==> src/design/itc_pkg.sv <==
// Package for the interval timer channel: item and result types, action and
// port codes, and reset constants. Used by itc_core and interval_timer_channel0.
// No dependencies.
`default_nettype none

package itc_pkg;

  // Field widths fixed by the stream format.
  localparam int ACTION_W = 2;
  localparam int PORT_W   = 16;
  localparam int BYTE_W   = 8;
  localparam int TICK_W   = 16;
  localparam int COUNT_W  = 32;
  localparam int RELOAD_W = 17;

  // Default width of the tick amount that the counter actually sees.
  localparam int AMOUNT_WIDTH_DEFAULT = 16;

  // Action codes.
  localparam logic [ACTION_W-1:0] ACT_TICK  = 2'd0;
  localparam logic [ACTION_W-1:0] ACT_READ  = 2'd1;
  localparam logic [ACTION_W-1:0] ACT_WRITE = 2'd2;

  // Port offsets.
  localparam logic [PORT_W-1:0] PORT_COUNTER = 16'd0;
  localparam logic [PORT_W-1:0] PORT_MODE_A  = 16'd2;
  localparam logic [PORT_W-1:0] PORT_MODE_B  = 16'd3;

  // Reset value of both the reload and the counter.
  localparam logic [RELOAD_W-1:0] RELOAD_RESET = 17'd100000;

  // One input beat, unpacked.
  typedef struct packed {
    logic [ACTION_W-1:0] action;
    logic [PORT_W-1:0]   port;
    logic [BYTE_W-1:0]   write_byte;
    logic [TICK_W-1:0]   tick_amount;
  } item_t;

  // One result beat, unpacked.
  typedef struct packed {
    logic              port_error;
    logic              irq_pulse;
    logic [BYTE_W-1:0] read_byte;
  } result_t;

endpackage

`default_nettype wire

==> src/design/interval_timer_channel0.sv <==
// Top level of the interval timer channel: input register, core and result
// register on stream ports. Depends on itc_pkg and itc_core.
`default_nettype none

// Each input beat is a tick, a port read or a port write, and yields exactly
// one result beat. The block takes one beat per clock cycle when the output
// side keeps up. An accepted beat is captured in the input register and then
// moves into the result register, which presents it; the counter update, a
// subtract, a sign test and a reload add, is combinational logic between
// these two registers. When the output side stalls, the input side stops
// accepting once a beat waits in the input register. After reset the counter
// and reload both hold 100000 and the low byte comes next.
module interval_timer_channel0 #(
  parameter int AMOUNT_WIDTH = itc_pkg::AMOUNT_WIDTH_DEFAULT
) (
  input  wire logic        clk,
  input  wire logic        rst,
  input  wire logic        s_tvalid,
  output logic             s_tready,
  input  wire logic [39:0] s_tdata,   // port[15:0], write_byte[23:16], tick_amount[39:24]
  input  wire logic [1:0]  s_tuser,   // action[1:0]
  output logic             m_tvalid,
  input  wire logic        m_tready,
  output logic [15:0]      m_tdata    // read_byte[7:0], irq_pulse[8], port_error[9], zero
);
  import itc_pkg::*;

  logic    stage_valid;
  item_t   stage_item;
  logic    advance;
  result_t core_result;

  // An item moves to the result register when that register is free or drains.
  assign advance  = stage_valid && (!m_tvalid || m_tready);
  assign s_tready = !stage_valid || advance;

  // Input register.
  always_ff @(posedge clk) begin
    if (rst) begin
      stage_valid <= 1'b0;
    end else if (s_tready) begin
      stage_valid <= s_tvalid;
    end
  end

  always_ff @(posedge clk) begin
    if (s_tready && s_tvalid) begin
      stage_item.action      <= s_tuser;
      stage_item.port        <= s_tdata[15:0];
      stage_item.write_byte  <= s_tdata[23:16];
      stage_item.tick_amount <= s_tdata[39:24];
    end
  end

  itc_core #(
    .AMOUNT_WIDTH(AMOUNT_WIDTH)
  ) u_core (
    .clk    (clk),
    .rst    (rst),
    .step   (advance),
    .item   (stage_item),
    .result (core_result)
  );

  // Result register.
  always_ff @(posedge clk) begin
    if (rst) begin
      m_tvalid <= 1'b0;
    end else if (advance) begin
      m_tvalid <= 1'b1;
    end else if (m_tready) begin
      m_tvalid <= 1'b0;
    end
  end

  always_ff @(posedge clk) begin
    if (advance) begin
      m_tdata <= {6'd0, core_result.port_error, core_result.irq_pulse, core_result.read_byte};
    end
  end

`ifndef SYNTH
  // A beat held in the input register stays there unchanged until it moves on.
  a_stage_hold: assert property (@(posedge clk) disable iff (rst)
    stage_valid && !advance |=> stage_valid && $stable(stage_item))
    else $error("input register lost or changed a waiting beat");

  // An interrupt and a port error never come from the same beat.
  a_irq_err_excl: assert property (@(posedge clk) disable iff (rst)
    m_tvalid |-> !(m_tdata[8] && m_tdata[9]))
    else $error("irq_pulse and port_error both set");

  // A tick that raised the interrupt returns no read data.
  a_irq_no_data: assert property (@(posedge clk) disable iff (rst)
    m_tvalid && m_tdata[8] |-> m_tdata[7:0] == 8'd0)
    else $error("interrupt beat carries read data");

  // Every committed item lands in the result register in the next cycle.
  a_commit_result: assert property (@(posedge clk) disable iff (rst)
    advance |=> m_tvalid)
    else $error("committed item produced no result beat");
`endif

endmodule

`default_nettype wire

==> src/design/itc_core.sv <==
// Timer channel core: byte toggle, reload and down counter registers, and the
// combinational update and result logic for one item. Depends on itc_pkg.
`default_nettype none

module itc_core #(
  parameter int AMOUNT_WIDTH = itc_pkg::AMOUNT_WIDTH_DEFAULT
) (
  input  wire logic            clk,
  input  wire logic            rst,
  input  wire logic            step,    // commit the item this cycle
  input  wire itc_pkg::item_t  item,
  output itc_pkg::result_t     result
);
  import itc_pkg::*;

  localparam logic [COUNT_W-1:0] AmountMask = COUNT_W'((64'd1 << AMOUNT_WIDTH) - 64'd1);

  logic                byte_toggle;
  logic [RELOAD_W-1:0] reload_value;
  logic [COUNT_W-1:0]  count_value;

  logic                byte_toggle_next;
  logic [RELOAD_W-1:0] reload_value_next;
  logic [COUNT_W-1:0]  count_value_next;

  logic [COUNT_W-1:0]  amount_half;
  logic [COUNT_W-1:0]  count_dec;
  logic                is_counter_port;
  logic                is_mode_port;

  assign amount_half     = (COUNT_W'(item.tick_amount) & AmountMask) >> 1;
  assign count_dec       = count_value - amount_half;
  assign is_counter_port = (item.port == PORT_COUNTER);
  assign is_mode_port    = (item.port == PORT_MODE_A) || (item.port == PORT_MODE_B);

  // Next state and result for the item at the core's input.
  always_comb begin
    byte_toggle_next  = byte_toggle;
    reload_value_next = reload_value;
    count_value_next  = count_value;
    result            = '0;
    case (item.action)
      ACT_TICK: begin
        if (!byte_toggle) begin
          count_value_next = count_dec;
          // Underflow below zero raises the interrupt and reloads once.
          if (count_dec[COUNT_W-1]) begin
            result.irq_pulse = 1'b1;
            count_value_next = count_dec + COUNT_W'(reload_value);
          end
        end
      end
      ACT_READ: begin
        if (is_counter_port) begin
          byte_toggle_next = ~byte_toggle;
          result.read_byte = byte_toggle ? count_value[15:8] : count_value[7:0];
        end else begin
          result.port_error = 1'b1;
        end
      end
      ACT_WRITE: begin
        if (is_counter_port) begin
          byte_toggle_next = ~byte_toggle;
          if (!byte_toggle) begin
            reload_value_next = {1'b0, reload_value[15:8], item.write_byte};
          end else begin
            reload_value_next = {1'b0, item.write_byte, reload_value[7:0]};
            count_value_next  = {16'd0, item.write_byte, reload_value[7:0]};
          end
        end else if (!is_mode_port) begin
          result.port_error = 1'b1;
        end
      end
      default: begin
        // Undefined action: no effect, all-zero result.
      end
    endcase
  end

  // Timer state registers.
  always_ff @(posedge clk) begin
    if (rst) begin
      byte_toggle  <= 1'b0;
      reload_value <= RELOAD_RESET;
      count_value  <= COUNT_W'(RELOAD_RESET);
    end else if (step) begin
      byte_toggle  <= byte_toggle_next;
      reload_value <= reload_value_next;
      count_value  <= count_value_next;
    end
  end

endmodule

`default_nettype wire

==> config.mk <==
export PLATFORM = sky130hd
export DESIGN_NAME = interval_timer_channel0
export DESIGN_NICKNAME = d
export VERILOG_FILES = /design/src/design/itc_pkg.sv /design/src/design/interval_timer_channel0.sv /design/src/design/itc_core.sv
export SDC_FILE = /design/constraint.sdc
export NUM_CORES = 1
export LEC_CHECK = 0
export BUFFER_PORTS_ARGS = -buffer_cell sky130_fd_sc_hd__buf_4
export CORE_ASPECT_RATIO = 0.75
export CORE_MARGIN = 2
export CORE_UTILIZATION = 53
export DETAILED_ROUTE_END_ITERATION = 12
export PLACE_DENSITY = 0.73
export SLEW_MARGIN = 20
export SYNTH_ARGS = -nofsm -noshare
export SYNTH_HDL_FRONTEND = slang
export SYNTH_SLANG_ARGS = --single-unit
==> constraint.sdc <==
create_clock -name clk -period 5.9 [get_ports clk]
set_input_delay 0.295 -clock clk [delete_from_list [all_inputs] [get_ports clk]]
set_output_delay 0.295 -clock clk [all_outputs]
set_load 0.05 [all_outputs]
-- Yosys cells after proc, flatten, opt, wreduce, memory -nomap -nowiden
Cells that the tools add are included.
- bitwise operators: 2
- reduce and logical (&&, ||, !) cells: 19
- multiplexer cells: 13
- equality and inequality tests: 7
- $add $sub $neg: 2
- operators with widths (cell ; number):
    32-bit 2-to-1 mux ; 4
    32-bit one-hot mux with 2 select lines ; 1
    32-bit by 17-bit adder with 32-bit output ; 1
    16-bit by 2-bit equality test with 1-bit output (second input constant) ; 2
    32-bit by 15-bit subtractor with 32-bit output ; 1
    16-bit zero test ; 1
    8-bit 2-to-1 mux ; 1
    4-bit AND reduction ; 2
    1-bit 2-to-1 mux ; 6
    3-bit AND reduction ; 2
    5-bit AND reduction ; 1
    2-bit by 1-bit inequality test with 1-bit output (second input constant) ; 2
    2-bit nonzero test ; 2
    2-bit OR reduction ; 2
    1-bit logical OR ; 3
    2-bit by 1-bit equality test with 1-bit output (second input constant) ; 1
    2-bit equality test (second input constant) ; 1
    1-bit logical AND ; 2
    1-bit zero test ; 2
    2-bit zero test ; 1
    2-bit inequality test (second input constant) ; 1
    1-bit inverter ; 2
    1-bit one-hot mux with 2 select lines ; 1
    2-bit AND reduction ; 1
- bits of input ports: 46
- bits in registers: 104
- word-level logic and storage cells: 57

-- Longest topological paths before layout
Gate-level depths: netlist of run 1.
- depth after elaboration: 5
- mapped depth: 21
- mapped depth without buffers: 20

-- By module
A second synthesis of run 1 with hierarchy kept.
- cell total of the unflattened synthesis: 708
- area total of the unflattened synthesis: 6551.3 µm²
- modules (own cells, without submodules) (module ; area an instance (µm²) ; seq. area each (µm²) ; cells an instance ; instances):
    itc_core ; 4837.1 ; 1001.0 ; 639 ; 1
    interval_timer_channel0 ; 1714.1 ; 1601.5 ; 69 ; 1

-- Worst setup path before layout of run 1
OpenSTA, ideal clock, no wires.
- path type: register to register
- from: register u_core.count_value[0]
- to: register u_core.count_value[25]
- setup time: 0.121 ns
- data required time: 5.779 ns
- clock period less this slack: 4.384 ns
- path buffers: 1
- cell stages (with the launch flop): 22
- slack: 1.516 ns
- data arrival time: 4.263 ns
- cells stage by stage: dfxtp_1 -> inv_1 -> ha_1 -> inv_1 -> fa_1 -> a211oi_1 -> o21ai_0 -> o21ai_0 -> nand2_1 -> a31oi_1 -> xnor2_1 -> ha_1 -> nand3_1 -> nor2_1 -> nand2_1 -> o21ai_0 -> a2111oi_0 -> or3_1 -> buf_2 -> or4_4 -> a31o_1 -> mux2_4
- word-level cells in the longest chain between the ends: 5
- RTL lines (what ; line ; RTL):
    start, declared ; itc_core.sv:20 ; logic [COUNT_W-1:0] count_value;
    start signal, assigned ; itc_core.sv:85 ; count_value <= COUNT_W'(RELOAD_RESET);
    start signal, assigned ; itc_core.sv:89 ; count_value <= count_value_next;
    32-bit by 15-bit subtractor with 32-bit output * ; itc_core.sv:32 ; assign count_dec = count_value - amount_half;
    32-bit by 17-bit adder with 32-bit output ; itc_core.sv:49 ; count_value_next = count_dec + COUNT_W'(reload_value);
    32-bit 2-to-1 mux * ; itc_core.sv:47 ; if (count_dec[COUNT_W-1]) begin
    32-bit 2-to-1 mux * ; itc_core.sv:44 ; if (!byte_toggle) begin
    32-bit one-hot mux with 2 select lines * ; itc_core.sv:42 ; case (item.action)
Mark *: on every way between the ends. The rest lies on a longest branch, timed or not. The select of a mux whose other input is x is not followed.
A chain may end at the register's enable or synchronous reset.

-- Final worst setup path of run 1
Ends and elaborated chain as after synthesis.

==> metrics.txt, run 1 <==
die width 132 um; drt initial violations 490; slowest CP cell or3_1; vias in the first global route 5260; Worst Skew 0.00957 ns; DRT Wirelength 17300 um; number of remaining DRC errors 0; Synth top area share 23.5%; P per Cell Area 232 mW/mm2; Core Area 0.0121 mm2; final instance area 0.00730 mm2; initial core utilization 53.7%; Most used DFF post-synth dfxtp_1; initial antenna violation count 0; VDD IR max 0.145 mV; Fill cells 1031; via-per-instance ratio 6.12; drt first pass iters 6; maxcap violations 0; postcts setup bufs 0; Worst setup SP type flop; worst-margin pin slew 0.997 ns; gr ovfl total 0; CTS H-tree lvls 3; dominant cell type by area after synthesis edfxtp_1; Buf+Inv Stages, Crit Path 3; layout cell share with drive strength beyond 1 12.4%; outcome finished clean; Max Clock Freq 191 MHz; synthesized area 0.00652 mm2; global-route wire length before repair 27700 um; pre-CTS WS 0.797 ns; Row Count 35; top cells by area, synth edfxtp_1, dfxtp_1, ha_1; Post-DP Area 0.00701 mm2; Top delay family on crit path compound AO/OA/AOI/OAI gates; average cell area after synthesis 9.03 um2; Synth Instances 722; Die Y 100 um; Hold WC Path Type input port to flop; setup slack after layout 0.657 ns; cells resized by post-CTS repair 0; Clock transition at path regs 0.08 ns; WP data arrival 5.49 ns; Clock Latency Late Sink 0.36 ns; final hold violations 0; drt wl/cell 18.6 um; Leak 2.99 nW; Total Neg Setup Slack 0 ns; Root Buffer clkbuf_16; NumNets Final 843; cell mode on critical path o21ai_0; Final Max Tran Viols 0; Final setup viols 0; post-layout min period 5.24 ns; CP max stage delay 0.50 ns; CP max FO 6; Worst setup EP type flop; Global Route Usage Sum 26.6%; pin count of the biggest net entering global routing 42; DP HPWL 13100 um; RSZ-0062 raised after global routing no; number of port buffers 56; YS warnings 0; area delta synth->final 12.0%; via count 5700; Ant. Diodes 0; CP Data Required Time 6.15 ns; CP Class flop to flop; final period utilization 88.9%; cts bufs inserted 9; DRT antenna net count 0; Yosys cell types 73; Max clock buf depth 2; Min Hold Slack 0.107 ns; die area 0.0132 mm2; register bit count reported by yosys 103; # clock sinks 103; crit-path cells inv_1 -> ha_1 -> inv_1 -> fa_1 -> a211oi_1 -> o21ai_0 -> o21ai_0 -> nand2_1 -> a31oi_1 -> xnor2_1 -> ha_1 -> nand3_1 -> nor2_1 -> nand2_1 -> o21ai_0 -> a2111oi_0 -> buf_4 -> or3_1 -> or4_4 -> a31o_1 -> mux2_4; Hold Buf Count CTS 0; Rel. slew slack 33.3%; Seq/Total Area, Yosys 39.5%; gp weighted congestion 0.936; FFs w/ async S/R, synth 0%; # IOs 64; Post-synth EDFFs 51; clock tree from TritonCTS done
==> power by group <==
group	switching [W]	leakage, nW	total (W)	internal [W]
logic	0.000184	1.94	0.000300	0.000115
registers	0.0000159	0.918	0.000792	0.000776
clock network	0.000303	0.137	0.000598	0.000295
==> area by class of cell <==
class                      count  area [um2]  share of cell area [%]
multi-input combinational    549        3640                    49.9
sequential                   103        2570                    35.2
timing repair buffer          58         435                    5.97
clock buffer                   9         225                    3.09
tap                          166         208                    2.85
inverter                      39         146                    2.01
clock inverter                 7        66.3                   0.909
==> flip-flops by register name (all words and copies together), names as in the netlist <==
name,cells
m_tdata,10
u_core.count_value,32
m_tvalid,1
stage_valid,1
stage_item,41
u_core.byte_toggle,1
u_core.reload_value,17
==> through the flow <==
| stage | util [%] | std cells | total power, W |
|---|---|---|---|
| global route | 60.2 | 931 | 0.00175 |
| CTS | 60.2 | 931 | 0.00169 |
| finish | 60.2 | 931 | 0.00169 |
| global placement | 57.8 | 915 | 0.00109 |
| detailed placement | 57.8 | 915 | 0.00110 |
| floorplan | - | 727 | 0.00102 |
==> placed cells by master (no fill, tap or decap), types with 20 or more instances in the layout <==
cell | synthesis | layout
nor3_1 | 29 | 29
xnor2_1 | 22 | 22
a21oi_1 | 54 | 54
inv_1 | 39 | 39
edfxtp_1 | 51 | 51
mux2i_1 | 20 | 20
nand2_1 | 51 | 51
nand3_1 | 20 | 20
o21ai_0 | 42 | 42
ha_1 | 35 | 35
buf_4 | 7 | 58
nor2_1 | 66 | 66
dfxtp_1 | 52 | 52
==> worst paths after layout <==
check                           cells past startpoint  slack, ns                       to               startpoint
worst max-delay path                               21       0.66   u_core.count_value[25]    u_core.count_value[0]
worst min-delay path                                1       0.11            stage_item[8]              s_tdata[32]
worst max register to register                     21       0.66   u_core.count_value[25]    u_core.count_value[0]
worst min register to register                      1       0.48  u_core.reload_value[10]  u_core.reload_value[10]
==> routing by layer <==
metal	routed length, um	global-route usage (%)
met5	0	0
met4	220	6.10
met1	8440	40.5
met3	1650	6.01
met2	6980	38.3
==> cells in the mapped netlist (all sizes together), types with 4 or more instances <==
master and number:
xnor2 22, o21ai 44, a31oi 7, a211oi 13, a211o 10, nand4 7
nor2b 6, o211ai 11, nor2 66, ha 35, o21a 8, buf 14
edfxtp 51, xor2 17, o31ai 4, inv 39, mux2i 20, and2 5
or3 8, nor4 9, nand2 51, o22ai 4, a31o 5, nor3 30
nand3 20, or2 4, o211a 5, and3 6, dfxtp 52, o21bai 5
a221oi 4, clkbuf 22, a21oi 56, or4 5, a21o 12, nand2b 9
==> cell families (layout without fill, tap and decap cells) <==
family | after synthesis | after routing | synth area share, %
mux | 23 | 23 | 3.65
other cells | 1 | 6 | 0.0575
compound gates | 209 | 209 | 21.3
buf+inv | 75 | 113 | 4.93
fa+ha+maj | 37 | 37 | 7.33
flops | 103 | 103 | 39.5
simple gates | 235 | 235 | 17.9
xor+xnor | 39 | 39 | 5.36
Note: power is estimated with default switching activity, not from simulation.
==> run 2: changes to the inputs <==
==> constraint.sdc (replaced) <==
create_clock -name clk -period 4.85 [get_ports clk]
set_input_delay 0.2425 -clock clk [delete_from_list [all_inputs] [get_ports clk]]
set_output_delay 0.2425 -clock clk [all_outputs]
set_load 0.05 [all_outputs]
==> run 2 against run 1 <==
Fmax increased by 13%; sequential power increased by 22%; global-route usage increased by 0.15 points; wire length decreased by 0.39%; clock skew increased by 0.0058 ns; core utilization increased by 1.4 points; largest cell class unchanged.
==> metrics.txt, run 2 (synthesized netlist as in run 1, its figures left out) <==
outcome finished clean; initial antenna violation count 0; Max Clock Freq 215 MHz; drt initial violations 666; Worst Skew 0.0153 ns; gp weighted congestion 0.935; FF/Latch Area 0.00257 mm2; setup slack after layout 0.209 ns; Worst setup EP type flop; WP data arrival 4.89 ns; global-route wire length before repair 27900 um; VDD IR max 0.191 mV; pin count of the biggest net entering global routing 42; via-per-instance ratio 6.09; die area 0.0132 mm2; Max clock buf depth 2; placed cells 924; Global Route Usage Sum 26.8%; Hold Buf Count CTS 0; Final Power 0.00208 W; clock tree from TritonCTS done; Reg with most FFs stage_item; area of the multi-input gates 0.00370 mm2; DRT Wirelength 17200 um; layout cell share with drive strength beyond 1 15.5%; Clock Latency Late Sink 0.35 ns; cts bufs inserted 9; Total Neg Setup Slack 0 ns; # clock sinks 103; Largest regs stage_item: 41 flops, u_core.count_value: 32 flops, u_core.reload_value: 17 flops; die width 132 um; Die Y 100 um; Core Area 0.0121 mm2; Final Non-Filler Cells 946; CTS H-tree lvls 3; gr ovfl total 0; area delta synth->final 14.6%; Rel. slew slack 36.0%; P per Cell Area 278 mW/mm2; vias in the first global route 5362; # IOs 64; NumNets Final 858; CP Class flop to flop; DRT antenna net count 0; maxcap violations 0; number of port buffers 56; pre-CTS WS 0.0970 ns; Clock transition at path regs 0.08 ns; Root Buffer clkbuf_16; CP max FO 5; number of remaining DRC errors 0; final instance area 0.00747 mm2; post-layout min period 4.64 ns; worst-margin pin slew 0.957 ns; Final setup viols 0; Row Count 35; drt wl/cell 18.2 um; CP Data Required Time 5.10 ns; Hold WC Path Type input port to flop; most frequent cells in the layout buf_4, nor2_1, dfxtp_1; DP HPWL 12900 um; final hold violations 0; Ant. Diodes 0; Final Max Tran Viols 0; Post-DP Area 0.00707 mm2; via count 5757; Worst setup SP type flop; Fill cells 1066; final period utilization 95.7%; Leak 3.10 nW; max FFs per register 41; drt first pass iters 5; initial core utilization 53.7%; most common cell after layout, fill and taps aside buf_4
[run 2: cell count changes in the layout (fill, tap and decap cells not counted), sizes merged]
cell      before  now
clkinv         3    2
inv           41   43
buf           58   73
clkinvlp       2    1
[run 2: what timing repair did]
action	in CTS	in global routing
setup endpoints to repair	0	14
buffers inserted	0	6
gates resized for setup	0	16
[run 2: area by class of cell]
| type | instances | area share [%] |
|---|---|---|
| repair buffers | 73 | 7.34 |
| clock inverters | 7 | 0.971 |
| well taps | 166 | 2.78 |
| multi-input cells | 549 | 49.5 |
| inverters | 39 | 1.96 |
| clock buffers | 9 | 3.01 |
| flip-flops and latches | 103 | 34.4 |
[run 2: report_power, final]
part	total (W)	switching (W)	internal (W)
Combinational	0.000382	0.000230	0.000152
Sequential	0.000963	0.0000190	0.000944
Clock	0.000732	0.000367	0.000365
Total	0.00208	0.000616	0.00146
[run 2: path summary, 6_finish.rpt]
path | start | end | slack (ns) | cells after the start
worst max-delay path | u_core.count_value[0] | u_core.count_value[25] | 0.21 | 21
worst max register to register | u_core.count_value[0] | u_core.count_value[25] | 0.21 | 21
worst min-delay path | s_tuser[0] | stage_item[40] | 0.06 | 1
worst min register to register | u_core.reload_value[15] | u_core.reload_value[15] | 0.48 | 1
[run 2: layer usage]
metal | part of all wire (%) | track usage (%)
met1 | 48 | 40.4
met2 | 41 | 38.7
met3 | 9.2 | 5.71
met4 | 1.7 | 7.27
met5 | 0 | 0
[run 2: worst max-delay path, stage by stage, from the launching register on]
cell and delay [ns]:
dfxtp_1 0.33, inv_1 0.06, ha_1 0.15, inv_1 0.05, fa_2 0.37, a211oi_2 0.19, o21ai_1 0.12, o21ai_1 0.23
nand2_2 0.11, a31oi_2 0.24, xnor2_2 0.11, ha_1 0.37, nand3_1 0.14, nor2_2 0.16, nand2_1 0.07, o21ai_1 0.15
a2111oi_2 0.10, buf_4 0.16, or3_1 0.46, or4_4 0.46, a31o_1 0.23, mux2_4 0.25
[run 2: stage by stage]
step	util [%]	hold WS, ns
finish	61.6	0.0619
global route	61.6	0.0449
CTS	60.8	0.0524
detailed placement	58.3	0.422
global placement	58.3	0.421
floorplan	-	0.341
